File: src/rtl/proximity_falloff_dmx_level_macros.svh
// Assertion helpers for the RTL; the queue includes them.
`ifndef PROXIMITY_FALLOFF_DMX_LEVEL_MACROS_SVH
`define PROXIMITY_FALLOFF_DMX_LEVEL_MACROS_SVH

// Same-cycle implication, clocked on aclk, off while in reset.
`define PFDL_ASSERT_NOW(lbl, ante, cons, msg) \
    lbl: assert property (@(posedge aclk) disable iff (!aresetn) (ante) |-> (cons)) \
        else $error(msg);

// Next-cycle implication, clocked on aclk, off while in reset.
`define PFDL_ASSERT_NEXT(lbl, ante, cons, msg) \
    lbl: assert property (@(posedge aclk) disable iff (!aresetn) (ante) |=> (cons)) \
        else $error(msg);

`endif

File: src/rtl/pfdl_pkg.sv
package pfdl_pkg;

    localparam int COORD_W   = 16;
    localparam int CHAN_W    = 9;
    localparam int LEVEL_W   = 8;
    localparam int SQ_W      = 2 * COORD_W;
    localparam int D2_W      = SQ_W + 2;
    localparam int SCALE_W   = 16;
    localparam int SCALED_W  = D2_W + SCALE_W;
    localparam int R2_W      = 2 * COORD_W;
    localparam int LSQ_W     = 2 * LEVEL_W;
    localparam int PROD_W    = R2_W + LSQ_W;
    localparam int CFG_IDX_W = 3;
    localparam int Q_DEPTH   = 4;
    localparam int Q_PTR_W   = 2;
    localparam int Q_CNT_W   = 3;

    // 255 squared: the distance is scaled by this before the level search.
    localparam logic [SCALE_W-1:0] LEVEL_SCALE = 16'd65025;

    localparam logic [CFG_IDX_W-1:0] REG_TRIGGER_X      = 3'd0;
    localparam logic [CFG_IDX_W-1:0] REG_TRIGGER_Y      = 3'd1;
    localparam logic [CFG_IDX_W-1:0] REG_TRIGGER_Z      = 3'd2;
    localparam logic [CFG_IDX_W-1:0] REG_TRIGGER_RADIUS = 3'd3;

    typedef struct packed {
        logic [SCALED_W-1:0] scaled;
        logic [CHAN_W-1:0]   channel;
        logic                zero;
    } pfdl_item_t;

endpackage

File: src/rtl/pfdl_front.sv
module pfdl_front import pfdl_pkg::*; (
    input  logic                      aclk,
    input  logic                      aresetn,
    input  logic                      in_valid,
    output logic                      in_ready,
    input  logic signed [COORD_W-1:0] fx,
    input  logic signed [COORD_W-1:0] fy,
    input  logic signed [COORD_W-1:0] fz,
    input  logic        [CHAN_W-1:0]  fch,
    input  logic signed [COORD_W-1:0] tx,
    input  logic signed [COORD_W-1:0] ty,
    input  logic signed [COORD_W-1:0] tz,
    input  logic        [COORD_W-1:0] radius,
    output logic                      out_valid,
    input  logic                      out_ready,
    output pfdl_item_t                out_item
);

    logic en;
    logic v1_reg, v2_reg, v3_reg, v4_reg;
    logic [COORD_W-1:0] dx_reg, dy_reg, dz_reg;
    logic [SQ_W-1:0]    sx_reg, sy_reg, sz_reg;
    logic [D2_W-1:0]    d2_reg;
    logic [CHAN_W-1:0]  ch1_reg, ch2_reg, ch3_reg;
    logic               z1_reg, z2_reg, z3_reg;
    pfdl_item_t         item_reg;

    // Absolute difference of two signed values, done on offset-binary forms.
    function automatic logic [COORD_W-1:0] abs_diff(input logic [COORD_W-1:0] a,
                                                    input logic [COORD_W-1:0] b);
        logic [COORD_W-1:0] p;
        logic [COORD_W-1:0] q;
        p = {~a[COORD_W-1], a[COORD_W-2:0]};
        q = {~b[COORD_W-1], b[COORD_W-2:0]};
        return (p >= q) ? (p - q) : (q - p);
    endfunction

    assign en        = !v4_reg || out_ready;
    assign in_ready  = en;
    assign out_valid = v4_reg;
    assign out_item  = item_reg;

    always_ff @(posedge aclk) begin
        if (!aresetn) begin
            v1_reg <= 1'b0;
            v2_reg <= 1'b0;
            v3_reg <= 1'b0;
            v4_reg <= 1'b0;
        end else if (en) begin
            v1_reg <= in_valid;
            v2_reg <= v1_reg;
            v3_reg <= v2_reg;
            v4_reg <= v3_reg;
        end
    end

    always_ff @(posedge aclk) begin
        if (en) begin
            dx_reg  <= abs_diff(fx, tx);
            dy_reg  <= abs_diff(fy, ty);
            dz_reg  <= abs_diff(fz, tz);
            ch1_reg <= fch;
            z1_reg  <= (radius == '0);

            sx_reg  <= dx_reg * dx_reg;
            sy_reg  <= dy_reg * dy_reg;
            sz_reg  <= dz_reg * dz_reg;
            ch2_reg <= ch1_reg;
            z2_reg  <= z1_reg;

            d2_reg  <= D2_W'(sx_reg) + D2_W'(sy_reg) + D2_W'(sz_reg);
            ch3_reg <= ch2_reg;
            z3_reg  <= z2_reg;

            item_reg.scaled  <= SCALED_W'(d2_reg) * SCALED_W'(LEVEL_SCALE);
            item_reg.channel <= ch3_reg;
            item_reg.zero    <= z3_reg;
        end
    end

endmodule

File: config.mk
export PLATFORM = sky130hd
export DESIGN_NAME = pfdl_front
export DESIGN_NICKNAME = d
export VERILOG_FILES = /design/src/rtl/proximity_falloff_dmx_level_macros.svh /design/src/rtl/pfdl_pkg.sv /design/src/rtl/pfdl_front.sv
export SDC_FILE = /design/constraint.sdc
export NUM_CORES = 2
export LEC_CHECK = 0
export BUFFER_PORTS_ARGS = -buffer_cell sky130_fd_sc_hd__buf_2
export CAP_MARGIN = 20
export CORE_AREA = 2 2 326 328
export CTS_CLUSTER_DIAMETER = 60
export DETAILED_ROUTE_END_ITERATION = 16
export DIE_AREA = 0 0 328 330
export PLACE_DENSITY = 0.58
export SLEW_MARGIN = 10
export SYNTH_ARGS = -nofsm -noshare
export SYNTH_HDL_FRONTEND = slang
export SYNTH_SLANG_ARGS = --single-unit
export TNS_END_PERCENT = 1
File: constraint.sdc
create_clock -name aclk -period 8.8 [get_ports aclk]
set_clock_uncertainty 0.2 [all_clocks]
set_input_delay 0.88 -clock aclk [delete_from_list [all_inputs] [get_ports aclk]]
set_output_delay 0.88 -clock aclk [all_outputs]
set_load 0.05 [all_outputs]
* Word-level counts from Yosys, hierarchy flattened
Index checks and enable logic that the tools add are counted.
Word-level totals: flip-flop bits (word level) 272, latch bits 0, memory bits (writable) 0, memory bits (read-only) 0, input bits 125, output and inout port bits 62, word-level logic and storage cells 47, memories 0
Operators by class: $add $sub $neg 8, multiply operators 4, div/mod/pow operators 0, magnitude comparators 3, equality and inequality tests 0, shift-type cells 0, muxes and demuxes 3, bitwise gates (word level) 6, reductions and logical operators 3
Operator list (number):
- 16-bit by 16-bit multiplier with 32-bit output | 3
- 16-bit subtractor | 6
- 34-bit by 16-bit multiplier with 50-bit output, second input constant | 1
- 16-bit >= comparator | 3
- 16-bit two-way mux | 3
- 33-bit by 32-bit adder with 34-bit output | 1
- 32-bit by 32-bit adder with 33-bit output | 1
- 16-bit logical NOT | 1
- 1-bit inverter | 6
- 1-bit logical NOT | 1
- 1-bit logical OR | 1

* Longest topological paths before layout
depth in word-level cells 3, gate-level depth with buffers 25, mapped depth without buffers 24

* Worst setup path after synthesis
No wires, ideal clock.
path type input to register, from input port out_ready, to register v4_reg, in the netlist out_valid, library setup time 0.494 ns, data arrival time 9.358 ns, data required time 8.106 ns, setup slack -1.252 ns, stages 3, buffers on the path 1, path through nand2b_1 -> clkbuf_1 -> a21boi_0
On the way: cells in the longest elaborated chain, start to end 1
RTL lines:
- start: declaration | RTL line pfdl_front.sv:15 | input logic out_ready,
- 1-bit logical OR | RTL line pfdl_front.sv:38 | assign en = !v4_reg || out_ready;
- via in_ready | RTL line pfdl_front.sv:5 | output logic in_ready,
- end signal: assignment | RTL line pfdl_front.sv:53 | v4_reg <= v3_reg;
- end: declaration | RTL line pfdl_front.sv:20 | logic v1_reg, v2_reg, v3_reg, v4_reg;
The timed path passes the listed nets, and every way through them passes these cells. A chain may end at the register's enable or synchronous reset.

* Final worst setup path
from register dy_reg[3], to register sy_reg[28] (data pin)
On the way: cells in the longest elaborated chain, start to end 1
RTL lines:
- start: declaration | RTL line pfdl_front.sv:21 | logic [COORD_W-1:0] dx_reg, dy_reg, dz_reg;
- start signal: assignment | RTL line pfdl_front.sv:60 | dy_reg <= abs_diff(fy, ty);
- 16-bit by 16-bit multiplier with 32-bit output | RTL line pfdl_front.sv:66 | sy_reg <= dy_reg * dy_reg;
- end signal: assignment | RTL line pfdl_front.sv:66
- end: declaration | RTL line pfdl_front.sv:22 | logic [SQ_W-1:0] sx_reg, sy_reg, sz_reg;
Every way passes these cells.

==> summary.md <==
| Metric | Value |
|---|---|
| Synth Instances | `4,411` |
| Initial Util | `41.64%` |
| Max FO, Critical Path | `15` |
| Die Area | `108,200 µm²` |
| Via count | `29,345` |
| Sequential fraction of the synthesis area | `18.44%` |
| Cell variety after synth | `79` |
| Slew Viols, Final | `0` |
| Post-synth EDFFs | `265` |
| Most used cell, CP | `inv_1` |
| Max-Cap Viols | `0` |
| Layout area overhead | `8.222%` |
| Initial antenna violation count | `0` |
| WL/cell | `15.74 µm` |
| Synthesized area | `43,590 µm²` |
| CTS Hold Buffers Added | `0` |
| Largest area contributor in the netlist | `fa_1` |
| Number of setup buffers added after CTS | `0` |
| Avg Vias per Cell | `4.930` |
| Rel. slew slack | `30.57%` |
| Final HPWL from detailed placement | `78,590 µm` |
| Setup TNS Final | `0 ps` |
| GR Overflow Total | `0` |
| Non-Filler Instances | `5,952` |
| Core area | `104,700 µm²` |
| Async set or reset register ratio after synthesis | `0%` |
| Min Tclk post-route | `6940 ps` |
| Die W | `328 µm` |
| Nets@finish | `5,907` |
| Total CTS buffers | `38` |
| Top achievable clock speed | `144.1 MHz` |
| Final setup violation count | `0` |
| Clk Latency, worst-skew pair | `590 ps` |
| Worst setup margin | `1860 ps` |
| Count leader, synth | `inv_1` |
| WL final | `93,660 µm` |
| WHS | `216.2 ps` |
| Ratio of cells with drive above 1 in the final layout | `6.556%` |
| Clock sinks | `269` |
| Clk buf depth | `3` |
| PostCTS Resize Cnt | `0` |
| First-pass GRT wire length | `156,800 µm` |
| WP buf/inv | `7` |
| GRT Util Overall | `17.84%` |
| Clock root buffer | `clkbuf_16` |
| DP Cell Count | `5,884` |
| Yosys reg bits | `269` |
| Min-delay worst type | `flop to flop` |
| Slowest CP cell | `edfxtp_1` |
| CTS tree | `done` |
| FILL cells | `10,002` |
| WP data required | `8920 ps` |
| Share of the synthesized area in the top cell type | `30.96%` |
| WP data arrival | `7060 ps` |
| Slowest stage delay, CP | `640 ps` |
| Vias in the first global route | `30,934` |
| RSZ-0062 raised after global routing | `false` |
| Cell family with most CP delay | `adder cells` |
| Clk slew on worst S/H paths | `60 ps` |
| Drt initial violations | `1,439` |
| Top post-synthesis cells by area | `fa_1, edfxtp_1, ha_1` |
| ANT nets after route | `0` |
| PortBufs | `186` |
| Largest net degree at the start of global routing | `147` |
| Routability cong. | `0.8771` |
| Final Hold Viols | `0` |
| Synth Area per Inst | `9.881 µm²` |
| Max FFs per register | `60` |
| Status | `completed` |
| Measured slew at the worst slew-check pin | `1041 ps` |
| Router iterations before antenna repair | `5` |
| Pre-CTS WS | `1881 ps` |
| Residual DRC | `0` |
| CP endpoint kind | `flop` |
| Startpoint types | `flop` |
| Crit Path Category | `flop to flop` |
| Tcrit/Tclk final | `78.86%` |
| CP Cell Sequence | `nand2_1, inv_1, fa_1, inv_1, fa_1, inv_1, fa_1, inv_1, fa_1, inv_1, fa_1, inv_1, fa_1, inv_1, ha_1, a21oi_1, o21ai_0, a211oi_1, a21oi_1, a41o_1, o41ai_1, xnor2_1` |
| Die H | `330 µm` |
| Yosys warns | `0` |
| Synth Flop Type | `edfxtp_1` |
| Final antenna diode count | `0` |
| H-tree depth | `2` |
| Total I/O pin count | `187` |
| Top cells by count, synth | `inv_1, fa_1, ha_1` |
| Row count | `119` |
==> cells by family (layout without fill, tap and decap cells) <==
logic type	Yosys count	count (layout)	share of synthesized area, %
and+or+nand+nor	826	826	9.169
muxes	28	28	0.6574
adders and majority gates	1248	1248	47.44
buffers and inverters	1160	1308	10.05
DFF	269	269	18.44
other	1	3	0.008604
xor gates and xnor gates	222	222	4.461
AOI/OAI and AO/OA	657	657	9.775
==> final timing paths <==
kind,startpoint,to,slack [ps],cells after the start
worst max-delay path,dy_reg[3],sy_reg[28],1860,22
worst min-delay path,ch1_reg[0],ch2_reg[0],220,0
worst max register to register,dy_reg[3],sy_reg[28],1860,22
worst min register to register,ch1_reg[0],ch2_reg[0],220,0
==> worst register-to-register path, stage by stage, from the launching register on <==
cell and delay, ps:
edfxtp_1 640, nand2_1 250, inv_1 90, fa_1 540, inv_1 60, fa_1 520, inv_1 50, fa_1 490
inv_1 60, fa_1 530, inv_1 50, fa_1 480, inv_1 60, fa_1 480, inv_1 40, ha_1 340
a21oi_1 240, o21ai_0 140, a211oi_1 400, a21oi_1 230, a41o_1 310, o41ai_1 360, xnor2_1 130
==> area by class of cell <==
type | instances | area (µm²) | share of cell area [%]
inverters | 1046 | 3926 | 8.324
clock buffers | 43 | 969.7 | 2.056
repair buffers | 195 | 1018 | 2.159
multi-input cells | 2984 | 31190 | 66.12
clock inverters | 24 | 286.5 | 0.6074
well taps | 1391 | 1740 | 3.690
flip-flops and latches | 269 | 8038 | 17.04
==> through the flow <==
stage	area (µm²)	utilization [%]
CTS	47150	45.05
floorplan	43590	-
finish	47170	45.06
global placement	45900	43.85
detailed placement	45900	43.85
global route	47170	45.06
==> routing by layer <==
metal  part of all wire, %  track usage (%)
met5                     0                0
met4                   1.7            3.909
met3                   3.3            1.387
met2                    48            30.49
met1                    47            24.80
==> cells in the final DEF, fill, tap and decap left out, drive strengths merged, types with 28 or more instances in the layout <==
cell type	count
o21bai	37
fa	674
a21o	119
a21oi	209
nor2b	47
nand3	47
ha	574
xnor2	146
buf	195
xor2	76
and2	126
nor2	129
edfxtp	265
o21ai	112
o21a	28
clkbuf	43
inv	1056
nand2	323
Power is left out: the tool's default activity adds up to more than one toggle a clock period on the data nets, which glitch-free logic cannot reach.
