<file path="config.mk">
export PLATFORM = sky130hd
export DESIGN_NAME = pfdl_queue
export DESIGN_NICKNAME = d
export VERILOG_FILES = /design/src/rtl/pfdl_pkg.sv /design/src/rtl/pfdl_queue.sv
export VERILOG_INCLUDE_DIRS = /design/src /design/src/rtl
export SDC_FILE = /design/constraint.sdc
export NUM_CORES = 1
export LEC_CHECK = 0
export BUFFER_PORTS_ARGS = -buffer_cell sky130_fd_sc_hd__buf_2
export CELL_PAD_IN_SITES_DETAIL_PLACEMENT = 1
export CELL_PAD_IN_SITES_GLOBAL_PLACEMENT = 2
export CORE_MARGIN = 2
export CORE_UTILIZATION = 40
export DETAILED_ROUTE_END_ITERATION = 12
export HOLD_SLACK_MARGIN = 0.05
export PLACE_DENSITY = 0.86
export SYNTH_ARGS = -nofsm -noshare
export SYNTH_HDL_FRONTEND = slang
export SYNTH_SLANG_ARGS = --single-unit
</file>
<file path="constraint.sdc">
create_clock -name aclk -period 3.02 [get_ports aclk]
set_clock_uncertainty 0.2 [all_clocks]
set_input_delay 0.151 -clock aclk [delete_from_list [all_inputs] [get_ports aclk]]
set_output_delay 0.151 -clock aclk [all_outputs]
set_load 0.02 [all_outputs]
</file>
<file path="src/rtl/proximity_falloff_dmx_level_macros.svh">
// Assertion helpers for the RTL; the queue includes them.
`ifndef PROXIMITY_FALLOFF_DMX_LEVEL_MACROS_SVH
`define PROXIMITY_FALLOFF_DMX_LEVEL_MACROS_SVH

// Same-cycle implication, clocked on aclk, off while in reset.
`define PFDL_ASSERT_NOW(lbl, ante, cons, msg) \
    lbl: assert property (@(posedge aclk) disable iff (!aresetn) (ante) |-> (cons)) \
        else $error(msg);

// Next-cycle implication, clocked on aclk, off while in reset.
`define PFDL_ASSERT_NEXT(lbl, ante, cons, msg) \
    lbl: assert property (@(posedge aclk) disable iff (!aresetn) (ante) |=> (cons)) \
        else $error(msg);

`endif

</file>
<file path="src/rtl/pfdl_pkg.sv">
package pfdl_pkg;

    localparam int COORD_W   = 16;
    localparam int CHAN_W    = 9;
    localparam int LEVEL_W   = 8;
    localparam int SQ_W      = 2 * COORD_W;
    localparam int D2_W      = SQ_W + 2;
    localparam int SCALE_W   = 16;
    localparam int SCALED_W  = D2_W + SCALE_W;
    localparam int R2_W      = 2 * COORD_W;
    localparam int LSQ_W     = 2 * LEVEL_W;
    localparam int PROD_W    = R2_W + LSQ_W;
    localparam int CFG_IDX_W = 3;
    localparam int Q_DEPTH   = 4;
    localparam int Q_PTR_W   = 2;
    localparam int Q_CNT_W   = 3;

    // 255 squared: the distance is scaled by this before the level search.
    localparam logic [SCALE_W-1:0] LEVEL_SCALE = 16'd65025;

    localparam logic [CFG_IDX_W-1:0] REG_TRIGGER_X      = 3'd0;
    localparam logic [CFG_IDX_W-1:0] REG_TRIGGER_Y      = 3'd1;
    localparam logic [CFG_IDX_W-1:0] REG_TRIGGER_Z      = 3'd2;
    localparam logic [CFG_IDX_W-1:0] REG_TRIGGER_RADIUS = 3'd3;

    typedef struct packed {
        logic [SCALED_W-1:0] scaled;
        logic [CHAN_W-1:0]   channel;
        logic                zero;
    } pfdl_item_t;

endpackage

</file>
<file path="src/rtl/pfdl_queue.sv">
module pfdl_queue import pfdl_pkg::*; (
    input  logic       aclk,
    input  logic       aresetn,
    input  logic       in_valid,
    output logic       in_ready,
    input  pfdl_item_t in_item,
    output logic       out_valid,
    input  logic       out_ready,
    output pfdl_item_t out_item
);

`include "proximity_falloff_dmx_level_macros.svh"

    pfdl_item_t         mem [Q_DEPTH];
    logic [Q_PTR_W-1:0] wr_ptr_reg, rd_ptr_reg;
    logic [Q_CNT_W-1:0] count_reg;
    logic               push, pop;

    assign in_ready  = (count_reg != Q_CNT_W'(Q_DEPTH));
    assign out_valid = (count_reg != '0);
    assign out_item  = mem[rd_ptr_reg];
    assign push      = in_valid && in_ready;
    assign pop       = out_valid && out_ready;

    always_ff @(posedge aclk) begin
        if (push) begin
            mem[wr_ptr_reg] <= in_item;
        end
    end

    always_ff @(posedge aclk) begin
        if (!aresetn) begin
            wr_ptr_reg <= '0;
            rd_ptr_reg <= '0;
            count_reg  <= '0;
        end else begin
            if (push) begin
                wr_ptr_reg <= wr_ptr_reg + 1'b1;
            end
            if (pop) begin
                rd_ptr_reg <= rd_ptr_reg + 1'b1;
            end
            if (push && !pop) begin
                count_reg <= count_reg + 1'b1;
            end else if (pop && !push) begin
                count_reg <= count_reg - 1'b1;
            end
        end
    end

    `PFDL_ASSERT_NOW(a_q_bound, 1'b1, count_reg <= Q_CNT_W'(Q_DEPTH), "queue count past depth")
    `PFDL_ASSERT_NEXT(a_q_fill, push && !pop, count_reg == $past(count_reg) + 1'b1, "fill lost")
    `PFDL_ASSERT_NEXT(a_q_drain, pop && !push, count_reg == $past(count_reg) - 1'b1, "drain lost")

endmodule

</file>
-- Yosys cells after proc, flatten, opt, wreduce, memory -nomap -nowiden
Memory sizes are Yosys's and may differ from the RTL's. A register that Yosys moved wholly into a read port is not among the register bits.
Index checks and enable logic that the tools add are counted.
- flip-flop bits (word level): 7
- RAM bits: 240
- bits of input ports: 64
- output and inout port bits: 62
- logic and storage cells: 23
- memories: 1
- $add $sub $neg: 4
- equal/unequal tests: 1
- multiplexer cells: 6
- reductions and logical operators: 8
- memory list (memory ; words ; bits a word ; rd ports ; clocked after memory_dff ; wr ports ; line ; RTL):
    mem ; 4 ; 60 ; 1 ; 1 ; 1 ; pfdl_queue.sv:14 ; pfdl_item_t mem [Q_DEPTH];
- operator list (cell ; count):
    3-bit 2-to-1 mux ; 2
    2-bit by 1-bit adder with 2-bit output (second input constant) ; 2
    1-bit logical AND ; 4
    2-bit 2-to-1 mux ; 2
    3-bit by 1-bit adder with 3-bit output (second input constant) ; 1
    3-bit inequality test (second input constant) ; 1
    3-bit nonzero test ; 1
    3-bit by 1-bit subtractor with 3-bit output (second input constant) ; 1
    1-bit logical NOT ; 2
    1-bit 2-to-1 mux ; 2
    2-bit nonzero test ; 1

-- Depth between registers and ports, before layout
Gate-level depths: netlist of run 1.
- depth after elaboration: 6
- gate-level depth with buffers: 8
- mapped depth without buffers: 8

-- Worst setup path after synthesis of run 1
OpenSTA, ideal clock, no wires.
- path type: reg-to-reg
- start: register count_reg[0]
- end: memory mem[2][0] (netlist name), enable pin
- setup time: 0.424 ns
- arrival time: 2.316 ns
- required time: 2.396 ns
- setup slack: 0.080 ns
- cell stages (with the launch flop): 4
- buffers on the path: 0
- path through: dfxtp_1 > nor2_1 > a21boi_2 > and2_1
- word-level cells in the longest chain between the ends: 4
- ends and longest elaborated chain (item ; line ; RTL):
    start: declaration ; pfdl_queue.sv:16 ; logic [Q_CNT_W-1:0] count_reg;
    start signal: assignment ; pfdl_queue.sv:44 ; count_reg <= count_reg + 1'b1;
    start signal: assignment ; pfdl_queue.sv:46 ; count_reg <= count_reg - 1'b1;
    3-bit inequality test ; pfdl_queue.sv:19 ; assign in_ready = (count_reg != Q_CNT_W'(Q_DEPTH));
    1-bit logical AND ; pfdl_queue.sv:22 ; assign push = in_valid && in_ready;
    named net push ; pfdl_queue.sv:17 ; logic push, pop;
    1-bit 2-to-1 mux ; pfdl_queue.sv:26 ; if (push) begin
    1-bit 2-to-1 mux (not written as such) ; pfdl_queue.sv:27 ; mem[wr_ptr_reg] <= in_item;
    end: declaration ; pfdl_queue.sv:14 ;
The timed path passes the listed nets, and every way through them passes these cells.

-- Final worst setup path of run 1
- start: register count_reg[0]
- end: register count_reg[2]
- word-level cells in the longest chain between the ends: 5
- ends and longest elaborated chain (item ; line ; RTL):
    3-bit inequality test * ; pfdl_queue.sv:19 ;
    1-bit logical AND * ; pfdl_queue.sv:22 ;
    named net push ; pfdl_queue.sv:17 ;
    1-bit logical NOT ; pfdl_queue.sv:45 ; end else if (pop && !push) begin
    1-bit logical AND ; pfdl_queue.sv:45 ;
    2-bit nonzero test (no source line) ; -- ;
The timed path passes the listed nets; every way through them passes the cells marked *. The select of a mux whose other input is x is not followed.
A chain may end at the register's enable or synchronous reset.

==> run metrics, run 1 <==
DRC errors left 0; Synth Cell Area 9220 um^2; CTS Sinks 249; HP Class in2reg; crit-path max FO 7; VDD IR max 483 uV; Seq/Total Area, Yosys 80.1%; first-pass GRT wire length 28.4 mm; Worst setup startpoint count_reg[0]; WL/cell 20.9 um; Worst setup EP type register; Setup CP Type reg2reg; Reg2Reg Setup Slack 0.36 ns; Mapped Cells 362; Worst-Skew Late Latency 0.52 ns; RSZ-0062 raised after global routing no; total core area 22600 um^2; EDFF count, synth 240; ANT nets after route 0; clk root buf clkbuf_16; CTS Buf Count 26; I/O pin cnt 126; outcome completed; Post-Syn Nets 432; Max Clk Rate 376 MHz; total wire length 18.3 mm; DIE AREA 24300 um^2; sequential power share 45.0%; Worst Reg-to-Reg Cells 8; max_cap viols 0; crit path to count_reg[2]; Synth area leader edfxtp_1; post-CTS setup buffers 0; main area contributors after synthesis edfxtp_1, mux4_2, dfxtp_1, buf_12, ha_1; FFs w/ async S/R, synth 0%; H-tree depth 1; post-DR vias/cell 5.07; Ys Warns 0; Final min period 2.66 ns; Port Buffers 125; Worst EP required 3.26 ns; vias 4438; Setup TNS Final 0 ns; Area Overhead vs Synth 26.2%; routability congestion estimate 0.695; DRT iter0 DRCs 189; DRT Pass-1 Iters 4; Final period util 88.0%; fin cells 876; # rows 55; Sw Share 28.1%; Cell variety after synth 24; Worst-path clk slew 0.06 ns; relative slew slack 41.4%; worst r2r src count_reg[0]; post-CTS sizing 0; Clock Power Share 30.3%; number of flip-flops under the largest register name 240; Nets 642; Leak 3.95 nW; die extent in x 156 um; ratio of cells with drive above 1 in the final layout 39.8%; gr usage total 15.5%; initial antenna violation count 1; dpl cells 765; internal power 7.12 mW; vias in the first global route 4977; average cell area after synthesis 25.5 um^2; Psw 2.78 mW; Die H 156 um; worst path arrival time 2.90 ns; measured slew at the worst slew-check pin 0.879 ns; Worst setup SP type register; Clock Tree Buf Depth 3; Final setup viols 0; Initial Utilization 40.7%; TritonCTS clock tree done; Pwr Density 850 nW/um^2; reg-to-reg critical path endpoint count_reg[2]; grt total ovfl 0; Final HPWL DP 11.0 mm; largest net degree at the start of global routing 61; ys flop type edfxtp_1; Max Slew Vio Count 0; count of final hold-check violations 0; post-synth top area share 78.2%; FF+latch count, synth 249; Logic pwr share 24.6%
==> how the worst min path moves through the flow <==
stage	from	to	slack [ns]	cells past startpoint
2_1_floorplan	in_item[0]	mem[0][0]	0.05	0
3_3_place_gp	in_item[38]	mem[3][38]	0.16	1
3_5_place_dp	in_item[43]	mem[2][43]	0.17	1
4_1_cts	in_item[11]	mem[0][11]	0.17	2
5_1_grt	in_item[18]	mem[1][18]	0.17	2
6_report	in_item[7]	mem[3][7]	0.18	2
==> placed cells by master, fill, tap and decap left out, types with 2 or more instances in the layout <==
master	instances
and2_1	4
and2_4	4
buf_12	6
buf_2	125
buf_4	2
bufinv_16	2
clkbuf_1	8
clkbuf_16	27
clkinv_1	5
clkinv_2	4
dfxtp_1	7
dfxtp_4	2
dlygate4sd3_1	64
edfxtp_1	240
ha_1	5
inv_1	3
mux2i_1	3
mux4_2	60
nand2_1	5
or3_1	2
xnor2_1	3
==> timing repair <==
item	CTS	global route
setup endpoints to repair	0	0
hold buffers	64	0
endpoints found under the hold margin	249	0
==> Yosys cell counts (2+ instances only) <==
master	n
and2_1	8
buf_12	6
buf_2	6
dfxtp_1	9
edfxtp_1	240
ha_1	5
inv_1	3
mux2i_1	3
mux4_2	60
nand2_1	5
or3_1	2
xnor2_1	3
==> cell families (layout without fill, tap and decap cells) <==
family | Yosys count | after routing | synth area share, %
other cells | 0 | 1 | 0
mux | 63 | 63 | 15.0
simple gates | 17 | 17 | 0.991
buf+inv | 18 | 246 | 1.95
fa+ha+maj | 6 | 6 | 0.896
xor+xnor | 4 | 4 | 0.380
flops | 249 | 249 | 80.1
compound gates | 5 | 5 | 0.665
==> power groups by stage <==
stage | sequential (mW) | clock (mW) | combinational [mW]
final | 4.46 | 3.00 | 2.44
after detailed placement | 4.54 | 0 | 2.41
after global placement | 4.50 | 0 | 2.37
after floorplan | 4.36 | 0 | 1.87
after global routing | 4.51 | 3.19 | 2.61
after CTS | 4.48 | 3.06 | 2.49
==> layout make-up <==
cell class / instances / area, um^2
timing repair buffer: 197 / 1400
inverter: 3 / 11.3
antenna: 1 / 2.50
clock inverter: 11 / 98.8
clock buffer: 35 / 706
fill: 2038 / 11000
multi-input combinational: 95 / 1660
sequential: 249 / 7390
tap: 285 / 357
==> worst max-delay path, cell delays in order (launching register included) <==
cell and delay (ns):
dfxtp_1 0.52, nor2_1 0.12, a21boi_2 0.37, ha_1 0.27, inv_1 0.07, fa_1 0.38, xor2_1 0.19, or3_1 0.30
a21boi_0 0.15
==> per-layer routing <==
metal	vias up	wire length (um)	track usage (%)
li1	1959	-	-
met4	0	432	4.59
met2	139	9270	26.3
met1	2303	7400	19.7
met3	37	1160	4.11
met5	-	0	0
==> per-stage QoR <==
| stage | worst slack (ns) | util (%) | hold WS, ns | area (um^2) | total power, mW |
|---|---|---|---|---|---|
| after detailed placement | 0.385 | 45.0 | 0.169 | 10200 | 6.95 |
| after global routing | 0.127 | 51.4 | 0.174 | 11600 | 10.3 |
| after floorplan | 0.0803 | - | 0.0499 | 9220 | 6.23 |
| after CTS | 0.329 | 51.4 | 0.170 | 11600 | 10.0 |
| after global placement | 0.510 | 45.0 | 0.162 | 10200 | 6.87 |
| final | 0.364 | 51.4 | 0.182 | 11600 | 9.89 |
Note: power is estimated with default switching activity, not from simulation.
==> inputs of run 2 (changes only) <==
--- a/config.mk
+++ b/config.mk
@@ -13,6 +13,8 @@
 export CORE_UTILIZATION = 40
 export DETAILED_ROUTE_END_ITERATION = 12
+export GPL_TIMING_DRIVEN = 0
 export HOLD_SLACK_MARGIN = 0.05
 export PLACE_DENSITY = 0.86
+export REMOVE_ABC_BUFFERS = 1
 export SYNTH_ARGS = -nofsm -noshare
 export SYNTH_HDL_FRONTEND = slang
==> constraint.sdc (replaced) <==
create_clock -name aclk -period 3.02 [get_ports aclk]
set_clock_uncertainty 0.2 [all_clocks]
set_input_delay 0.604 -clock aclk [delete_from_list [all_inputs] [get_ports aclk]]
set_output_delay 0.604 -clock aclk [all_outputs]
set_load 0.02 [all_outputs]
==> run 2 against run 1 <==
  * Register-to-register slack better by 0.05 ns
  * Via count down 5.7%
  * Core utilization down 2.6 points
  * Critical endpoint is now out_item[53]
==> run metrics, run 2 (synthesis gave the netlist of run 1 again) <==
grt total ovfl 0 (unchanged); # rows 55 (unchanged); Setup TNS Final 0 ns (unchanged); TritonCTS clock tree done; CTS Buf Count 27 (+3.8%); Multi-input gate area 1660 um^2 (unchanged); gr usage total 15.1% (-0.41 points); crit-path max FO 36 (+29); vias in the first global route 4902 (-1.5%); Worst EP required 2.22 ns (-1.04 ns); Fillers 2026 (-0.59%); worst r2r src count_reg[0]; Worst Reg-to-Reg Cells 8 (unchanged); Leak 3.69 nW (-6.4%); Final period util 93.5% (+5.5 points); Clock Tree Buf Depth 3 (unchanged); Worst-Skew Late Latency 0.53 ns (about the same); Pwr Density 893 nW/um^2 (+5.0%); CTS Sinks 249 (unchanged); post-DR vias/cell 5.12 (+1.1%); die extent in x 156 um (unchanged); hold depth 1 (-1); H-tree depth 1 (unchanged); total wire length 17.5 mm (-4.0%); Die H 156 um (unchanged); Final setup viols 0 (unchanged); vias 4186 (-5.7%); I/O pin cnt 126 (unchanged); initial antenna violation count 0 (-1); max_cap viols 0 (unchanged); relative slew slack 65.7% (+24 points); Max Clk Rate 354 MHz (-5.9%); WL/cell 21.5 um (+3.0%); Reg area 7390 um^2 (unchanged); Initial Utilization 40.7% (unchanged); DRT Pass-1 Iters 4 (unchanged); Area Overhead vs Synth 19.9%; VDD IR max 589 uV (+22%); RSZ-0062 raised after global routing no; worst path arrival time 2.02 ns (-0.88 ns); number of flip-flops under the largest register name 240 (unchanged); hold_ws 0.0890 ns (-0.0926 ns); Final min period 2.82 ns (+0.167 ns); reg-to-reg critical path endpoint count_reg[2]; Max Slew Vio Count 0 (unchanged); DRC errors left 0 (unchanged); Nets 581 (-9.5%); largest net degree at the start of global routing 38 (-38%); routability congestion estimate 0.671 (-3.4%); Reg2Reg Setup Slack 0.41 ns (+0.05 ns); DIE AREA 24300 um^2 (unchanged); Hold Path Sink mem[1][15]; Worst setup SP type register; commonest non-fill, non-tap cell in the layout edfxtp_1; total core area 22600 um^2 (unchanged); Worst setup EP type primary output; measured slew at the worst slew-check pin 0.515 ns (-0.364 ns); Worst-path clk slew 0.06 ns (about the same); Hold Startpoint in_item[15]; Final HPWL DP 10.6 mm (-4.1%); clk root buf clkbuf_16; first-pass GRT wire length 28.1 mm (-1.3%); ANT nets after route 0 (unchanged); Final Cell Area 11100 um^2 (-5.0%); commonest cells after routing, fill and taps aside edfxtp_1, buf_2, mux4_2; Port Buffers 125 (unchanged); DRT iter0 DRCs 114 (-40%); Setup CP Type reg2out; outcome completed; count of final hold-check violations 0 (unchanged); HP Class in2reg; Post-DP Area 10200 um^2 (about the same); ratio of cells with drive above 1 in the final layout 45.6% (+5.7 points)
-- run 2: layout make-up --
class | instances | share of cell area (%)
Sequential cell | 249 | 66.9
Multi-Input combinational cell | 95 | 15.0
Timing Repair Buffer | 135 | 7.31
Clock buffer | 29 | 6.18
Tap cell | 285 | 3.23
Clock inverter | 20 | 1.20
Inverter | 3 | 0.102
Antenna cell | 1 | 0.0226
-- run 2: report_power, final --
part           internal (mW)  total [mW]  switching (mW)
clock network           1.72        3.00            1.28
registers               4.20        4.35           0.154
logic                   1.11        2.52            1.41
total                   7.03        9.87            2.84
-- run 2: worst max-delay path by stage --
stage,end,slack (ns),depth (start not counted)
after floorplan,out_item[0],-1.08,1
after global placement,out_item[53],-2.30,2
after detailed placement,out_item[0],0.31,3
after CTS,out_item[0],0.15,3
after global routing,out_item[53],0.08,3
final,out_item[53],0.20,3
-- run 2: metal layers --
| layer | vias up | routed length [um] | global-route usage [%] |
|---|---|---|---|
| li1 | 1839 | - | - |
| met1 | 2192 | 7240 | 19.0 |
| met2 | 115 | 9000 | 26.4 |
| met3 | 40 | 823 | 3.33 |
| met4 | 0 | 480 | 4.33 |
| met5 | - | 0 | 0 |
-- run 2: critical path, cell delays in order, from the launching register on --
cell and delay (ns):
dfxtp_4 0.63, buf_12 0.31, mux4_2 0.36, buf_2 0.18
-- run 2: what timing repair did --
item	in CTS	in global routing
setup buffers	4	0
endpoints found under the setup margin	34	0
hold buffers	0	0
gates resized for setup	0	0
-- run 2: through the flow --
step                power [mW]  std cells  worst slack [ns]  util (%)
global placement          6.87        757             -2.30      44.3
global route              10.3        816            0.0817      48.8
finish                    9.87        817             0.197      48.8
detailed placement        6.92        763             0.312      45.0
CTS                       10.0        816             0.152      48.8
floorplan                 6.07        347             -1.08         -
==> inputs of run 3 (changes only) <==
CELL_PAD_IN_SITES_DETAIL_PLACEMENT = not set   (was 1)
CELL_PAD_IN_SITES_GLOBAL_PLACEMENT = not set   (was 2)
CORE_UTILIZATION = 51   (was 40)
PLACE_DENSITY = 0.87   (was 0.86)
==> run 3 against run 2 <==
  * Setup slack worse by 0.091 ns
  * Combinational power is 5% lower
  * Count of clock-buffer cells in the layout is 3 higher
  * Sequential cell count stayed put
  * First-iteration DRC count is 100% higher
  * Critical path depth is 1 lower
  * Critical endpoint is now out_item[24]
==> run metrics, run 3 (synthesis gave the netlist of run 1 again) <==
outcome completed; Sw Share 28.3% (-0.47 points); relative slew slack 37.7% (-28 points); Critical-path top delay cell dfxtp_4; ANT nets after route 0 (unchanged); total wire length 15.9 mm (-9.2%); commonest non-fill, non-tap cell in the layout edfxtp_1; Worst setup EP type primary output; gr usage total 17.0% (+1.9 points); Hold-fix buffers, CTS 0 (unchanged); Max Clk Rate 343 MHz (-3.1%); count of final hold-check violations 0 (unchanged); largest net degree at the start of global routing 61 (+61%); DRC errors left 0 (unchanged); I/O pin cnt 126 (unchanged); Final WS setup 0.106 ns (-0.0908 ns); dpl cells 702 (-8.0%); pre-CTS WS 0.270 ns (-0.0413 ns); fin cells 751 (-8.1%); DRT iter0 DRCs 230 (+100%); die extent in x 138 um (-11%); Post-DP Area 10000 um^2 (-1.7%); Worst-path clk slew 0.06 ns (about the same); RSZ-0062 raised after global routing no; H-tree depth 1 (unchanged); WP buf/inv 1 (-1); CTS Buf Count 25 (-7.4%); Initial Utilization 51.7% (+11 points); cell family with most CP delay flip-flops; Pwr Density 889 nW/um^2 (-0.44%); Clock Tree Buf Depth 3 (unchanged); Final period util 96.5% (+3.0 points); Final HPWL DP 9.03 mm (-14%); Max Slew Vio Count 0 (unchanged); Worst setup SP type register; measured slew at the worst slew-check pin 0.935 ns (+0.420 ns); Core Util, Final 60.5% (+12 points); CTS Sinks 249 (unchanged); Setup CP Type reg2out; Clock Power Share 29.2% (-1.2 points); worst path cell trace mux4_2 > buf_2; Leak 3.62 nW (-2.0%); clk root buf clkbuf_16; number of flip-flops under the largest register name 240 (unchanged); vias 4123 (-1.5%); Final Cell Area 10800 um^2 (-2.3%); commonest cells after routing, fill and taps aside edfxtp_1, buf_2, mux4_2; max_cap viols 0 (unchanged); hold_ws 0.114 ns (+0.0248 ns); worst path arrival time 2.11 ns (+0.09 ns); Worst-Skew Late Latency 0.50 ns (-0.03 ns); internal power 6.88 mW (-2.1%); post-CTS sizing 0 (unchanged); Port Buffers 125 (unchanged); DIE AREA 19200 um^2 (-21%); sequential power share 45.8% (+1.7 points); routability congestion estimate 0.656 (-2.4%); Logic pwr share 25.0% (-0.5 points); ratio of cells with drive above 1 in the final layout 44.4% (-1.1 points); # rows 49 (-11%); Area Overhead vs Synth 17.1%; initial antenna violation count 1 (+1); post-DR vias/cell 5.49 (+7.2%); Antenna diodes 0 (-1); HP Class in2reg; VDD IR max 568 uV (-3.6%); total core area 17800 um^2 (-21%); crit-path max FO 60 (+67%); Worst EP required 2.22 ns (about the same); TritonCTS clock tree done; first-pass GRT wire length 25.3 mm (-9.8%); post-CTS setup buffers 4 (unchanged); slowest stage delay, CP 0.95 ns (+0.32 ns); grt total ovfl 0 (unchanged); WL/cell 21.2 um (-1.2%); DRT Pass-1 Iters 4 (unchanged); Final setup viols 0 (unchanged); Nets 574 (-1.2%); Psw 2.72 mW (-4.4%); vias in the first global route 4627 (-5.6%); Die H 138 um (-11%); Final min period 2.91 ns (+0.0908 ns)
## run 3: cell count changes in the layout (fill, tap and decap cells not counted)
cell        previous run  this run
diode_2                1         0
clkinv_4               2         0
clkinvlp_4             3         1
buf_12                 7         1
clkbuf_1               2         7
clkinv_1               9         5
buf_4                  2         3
clkbuf_16             27        25
clkinv_2               4         5
## run 3: stage by stage
stage	power, mW	TNS (ns)
final	9.59	0
after global placement	6.82	-375.95
after detailed placement	6.84	0
after floorplan	6.07	-64.65
after global routing	10.0	0
after CTS	9.72	0
## run 3: power by group through the flow
stage | registers (mW) | logic, mW | clock network, mW
floorplan | 4.56 | 1.52 | 0
global placement | 4.67 | 2.15 | 0
finish | 4.40 | 2.39 | 2.80
global route | 4.44 | 2.56 | 3.00
detailed placement | 4.58 | 2.26 | 0
CTS | 4.40 | 2.45 | 2.87
## run 3: metal layers
metal  wire [um]  GRT usage, %  up-vias
met5           0             0        -
met4         431          5.21        0
met3         825          3.64       32
met2        8190          29.5      120
met1        6490          21.8     2153
li1            -             -     1818
## run 3: path summary, 6_finish.rpt
path / endpoint / startpoint / slack (ns) / depth (start not counted)
worst min register to register: wr_ptr_reg[1] / wr_ptr_reg[1] / 0.32 / 2
worst min-delay path: mem[0][17] / in_item[17] / 0.11 / 1
worst max register to register: count_reg[2] / count_reg[0] / 0.27 / 8
worst max-delay path: out_item[24] / register / 0.11 / 2
## run 3: layout make-up
type / instances / area [um^2]
clock buffers: 32 / 652
clock inverters: 13 / 90.1
fillers: 1247 / 7050
inverters: 3 / 11.3
multi-input cells: 95 / 1660
flip-flops and latches: 249 / 7390
well taps: 229 / 287
repair buffers: 130 / 696
